File: src/hw/rtl/csw_pkg.sv
package csw_pkg;

  localparam int unsigned CoordW = 32;
  localparam int unsigned FracBits = 16;
  localparam int unsigned NumRegs = 4;
  localparam int unsigned AddrW = 4;

  typedef logic signed [CoordW-1:0] coord_t;

  typedef enum logic [1:0] {
    RegMinX = 2'd0,
    RegMaxX = 2'd1,
    RegMinY = 2'd2,
    RegMaxY = 2'd3
  } reg_idx_e;

  typedef struct packed {
    logic   ok;
    coord_t p0x;
    coord_t p0y;
    coord_t p1x;
    coord_t p1y;
  } seg_t;

  typedef struct packed {
    coord_t min_x;
    coord_t max_x;
    coord_t min_y;
    coord_t max_y;
  } window_t;

endpackage

File: src/hw/rtl/csw_queue.sv
module csw_queue import csw_pkg::*; (
  input  logic clk_i,
  input  logic rst_ni,
  input  logic push_i,
  input  seg_t data_i,
  output logic full_o,
  output logic vld_o,
  output seg_t data_o
);

  seg_t       mem_q [2];
  logic       wr_ptr_q;
  logic       rd_ptr_q;
  logic [1:0] cnt_q;
  logic       pop;

  // the edge pipeline never stalls, so drain every cycle
  assign pop    = (cnt_q != 2'd0);
  assign full_o = (cnt_q == 2'd2);
  assign vld_o  = pop;
  assign data_o = mem_q[rd_ptr_q];

  always_ff @(posedge clk_i or negedge rst_ni) begin
    if (!rst_ni) begin
      wr_ptr_q <= 1'b0;
      rd_ptr_q <= 1'b0;
      cnt_q    <= 2'd0;
    end else begin
      if (push_i) wr_ptr_q <= ~wr_ptr_q;
      if (pop) rd_ptr_q <= ~rd_ptr_q;
      cnt_q <= cnt_q + {1'b0, push_i} - {1'b0, pop};
    end
  end

  always_ff @(posedge clk_i) begin
    if (push_i) mem_q[wr_ptr_q] <= data_i;
  end

endmodule

File: config.mk
export PLATFORM = sky130hd
export DESIGN_NAME = csw_queue
export DESIGN_NICKNAME = d
export VERILOG_FILES = /design/src/hw/rtl/csw_pkg.sv /design/src/hw/rtl/csw_queue.sv
export SDC_FILE = /design/constraint.sdc
export NUM_CORES = 1
export LEC_CHECK = 0
export ABC_AREA = 0
export BUFFER_PORTS_ARGS = -buffer_cell sky130_fd_sc_hd__buf_2
export CAP_MARGIN = 10
export CELL_PAD_IN_SITES_DETAIL_PLACEMENT = 0
export CELL_PAD_IN_SITES_GLOBAL_PLACEMENT = 1
export CORE_MARGIN = 1.5
export CORE_UTILIZATION = 46
export CTS_BUF_LIST = sky130_fd_sc_hd__clkbuf_4
export DETAILED_ROUTE_END_ITERATION = 8
export GPL_TIMING_DRIVEN = 1
export HOLD_SLACK_MARGIN = 0.15
export PLACE_DENSITY = 0.93
export SETUP_SLACK_MARGIN = 0.1
export SYNTH_ARGS = -nofsm -noshare
export SYNTH_HDL_FRONTEND = slang
export SYNTH_SLANG_ARGS = --single-unit
File: constraint.sdc
create_clock -name clk_i -period 7.4 [get_ports clk_i]
set_input_delay 0.37 -clock clk_i [delete_from_list [all_inputs] [get_ports clk_i]]
set_output_delay 0.37 -clock clk_i [all_outputs]
set_load 0.01 [all_outputs]
==> impl_metrics.py <==
metrics = {
    "power_and_ir_drop": {
        "power_mw": 4.60,
        "p_leak_nw": 5.15,
        "p_per_area_nw_per_um2": 346,
        "peakVddDrop_v": 0.000204,
    },
    "timing": {
        "period_share": 0.464,
        "finalHoldViolCount": 0,
        "fin_tns_setup_ps": 0,
        "final.setup_skew_ps": 24.2,
        "setup_violations": 0,
        "relSlewSlack": 0.227,
        "max_freq_ghz": 0.291,
        "worst_pin_slew_ps": 1160,
        "slew_viol_final": 0,
        "min_period_ps": 3430,
        "rsz0062_at_grt": "false",
    },
    "critical_path": {
        "cp_top_family": "flip-flops",
        "rr_worst_depth": 2,
        "cp_slowest_stage_delay_ps": 1030,
        "critPathMaxFanout": 67,
        "path_class": "reg -> out",
        "path_cells": "buf_4, mux2_2, buf_2",
        "reg2reg_slack_ps": 4990,
        "cp-start-kind": "register",
        "crit_required_ps": 7030,
        "slowest_stage": "dfrtp_4",
        "end_kind": "output port",
        "path_buf_inv": 2,
        "reg2reg_to": "mem_q[1][106]",
        "arrival_ps": 3060,
        "startpoint": "rd_ptr_q",
        "r2r-start": "wr_ptr_q",
    },
    "logic_synthesis": {
        "synth-simple-area-share": 0.00368,
        "yosys_warnings": 0,
        "synth_fa_ha_area_frac": 0.00132,
        "ys_ff_latch": 262,
        "syn-cell-area_um2": 9510,
        "avgSynthCellArea_um2": 22.9,
        "synth_mux_area_frac": 0.153,
        "syn_nets": 548,
        "synth_compound_area_frac": 0,
        "synth_cells": 415,
        "yosysUniqueCellTypes": 13,
        "synth_xor_area_frac": 0.00276,
        "seq_area_frac_synth": 0.825,
        "synth_top_family_by_area": "multiplexers",
    },
    "drt": {
        "vias_per_cell": 4.77,
        "vias": 5652,
        "wirelength_mm": 20.9,
        "ant_nets": 0,
        "wl_per_cell_um": 17.6,
        "drc": 0,
        "drt_iter0_drc": 233,
        "drt_pass1_iterations": 6,
    },
    "clock_tree": {
        "h-tree-depth": 3,
        "cts.path.max_buffers": 3,
        "root_buffer": "clkbuf_4",
        "numCtsBuffers": 67,
        "clk_latency_ps": 600,
        "clk_pin_slew_ps": 70,
        "cts_sinks": 262,
        "cts_tree": "done",
        "cts_setup_buffers": 0,
    },
    "global_route": {
        "grt_pass1_vias": 6359,
        "grt_max_degree": 94,
        "grt_first_pass_wirelength_mm": 32.1,
        "grt-ovfl-total": 0,
        "grt_usage": 0.194,
        "antenna_found_initial": 1,
    },
    "worst_hold_path": {
        "whs_endpoint": "mem_q[1][39]",
        "min_path_cells": 2,
        "hp-class": "in -> reg",
        "hp-start": "data_i[39]",
    },
    "floorplanning": {
        "die_area_um2": 21500,
        "core_um2": 20200,
        "io_pins": 263,
        "die_y_um": 147,
        "die_w_um": 147,
        "start_util": 0.470,
        "row_count": 52,
    },
    "status": {
        "status": "completed",
    },
    "finish": {
        "fillers": 1358,
        "nets": 1000,
        "drive_gt1_frac": 0.553,
        "area_growth_pct": 39.8,
    },
    "place": {
        "io_buffers": 262,
        "place_congestion": 0.755,
        "dp_hpwl_mm": 11.7,
    },
    "flow_run": {
        "drv_cap": 0,
    },
}
## per-stage QoR
stage	cell area [µm²]	util	setup slack, ps	instances	hold slack [ps]
2_1_floorplan	9510	-	664	415	74.4
3_3_place_gp	11100	0.547	4630	936	174
3_5_place_dp	11100	0.547	4570	936	180
4_1_cts	13300	0.657	3860	1184	398
5_1_grt	13300	0.657	3770	1185	404
6_report	13300	0.657	3970	1185	467
## layout make-up
cell class                 count  area, µm²  share of cell area
timing repair buffer         397       2670               0.201
clock buffer                 100        751              0.0565
sequential                   262       7850               0.591
tap                          270        338              0.0254
clock inverter                16        143              0.0107
multi-input combinational    139       1540               0.116
antenna                        1       2.50            0.000188
## layer usage
layer | GRT usage | vias up | part of all wire
li1 | - | 2599 | -
met1 | 0.197 | 2751 | 0.36
met2 | 0.352 | 256 | 0.54
met3 | 0.0696 | 46 | 0.070
met4 | 0.0929 | 0 | 0.030
met5 | 0 | - | 0
## cell families after synthesis
group                    count (synthesis)
XOR/XNOR                                 3
adder cells (fa/ha/maj)                  1
buffers and inverters                   14
flip-flops                             262
multiplexers                           129
AND/OR/NAND/NOR                          6
## cells in the final DEF (no fill, tap or decap), drive strengths merged
cell type    instances
and2                 1
edfxtp             258
buf                265
clkbuf             100
or2                  1
bufinv               3
diode                1
dfrtp                4
nand2                1
dlygate4sd3        132
nor2b                3
clkinv              12
xnor2                1
inv                  1
xor2                 2
ha                   1
mux2               129
## flip-flops by register name, indices dropped and copies added (netlist names)
signal,count
rd_ptr_q,1
cnt_q,2
mem_q,258
wr_ptr_q,1
## power by group
| group | switching, mW | total, mW | internal, mW | leakage (nW) |
|---|---|---|---|---|
| registers | 0.138 | 2.11 | 1.97 | 2.47 |
| clock network | 0.542 | 1.26 | 0.722 | 0.533 |
| logic | 0.629 | 1.23 | 0.599 | 2.15 |
| total | 1.31 | 4.60 | 3.29 | 5.15 |
## synth_stat cells, drive strengths merged
cell type,count,area [µm²]
xnor2,1,8.76
mux2,129,1450
xor2,2,17.5
buf,14,135
nand2,1,3.75
edfxtp,258,7750
or2,1,6.26
ha,1,12.5
and2,1,6.26
nor2b,3,18.8
dfrtp,4,100
## what timing repair did
item / in CTS / in global routing
gates resized for setup: 0 / 0
hold buffers: 132 / 0
endpoints found under the hold margin: 265 / 0
## worst max path at each step
stage,end,slack (ps),cells after the start
floorplan,mem_q[0][0],660,1
global placement,data_o[74],4630,3
detailed placement,data_o[74],4570,3
CTS,data_o[74],3860,3
global route,data_o[71],3770,3
finish,data_o[71],3970,3
Note: power is estimated with default switching activity, not from simulation.
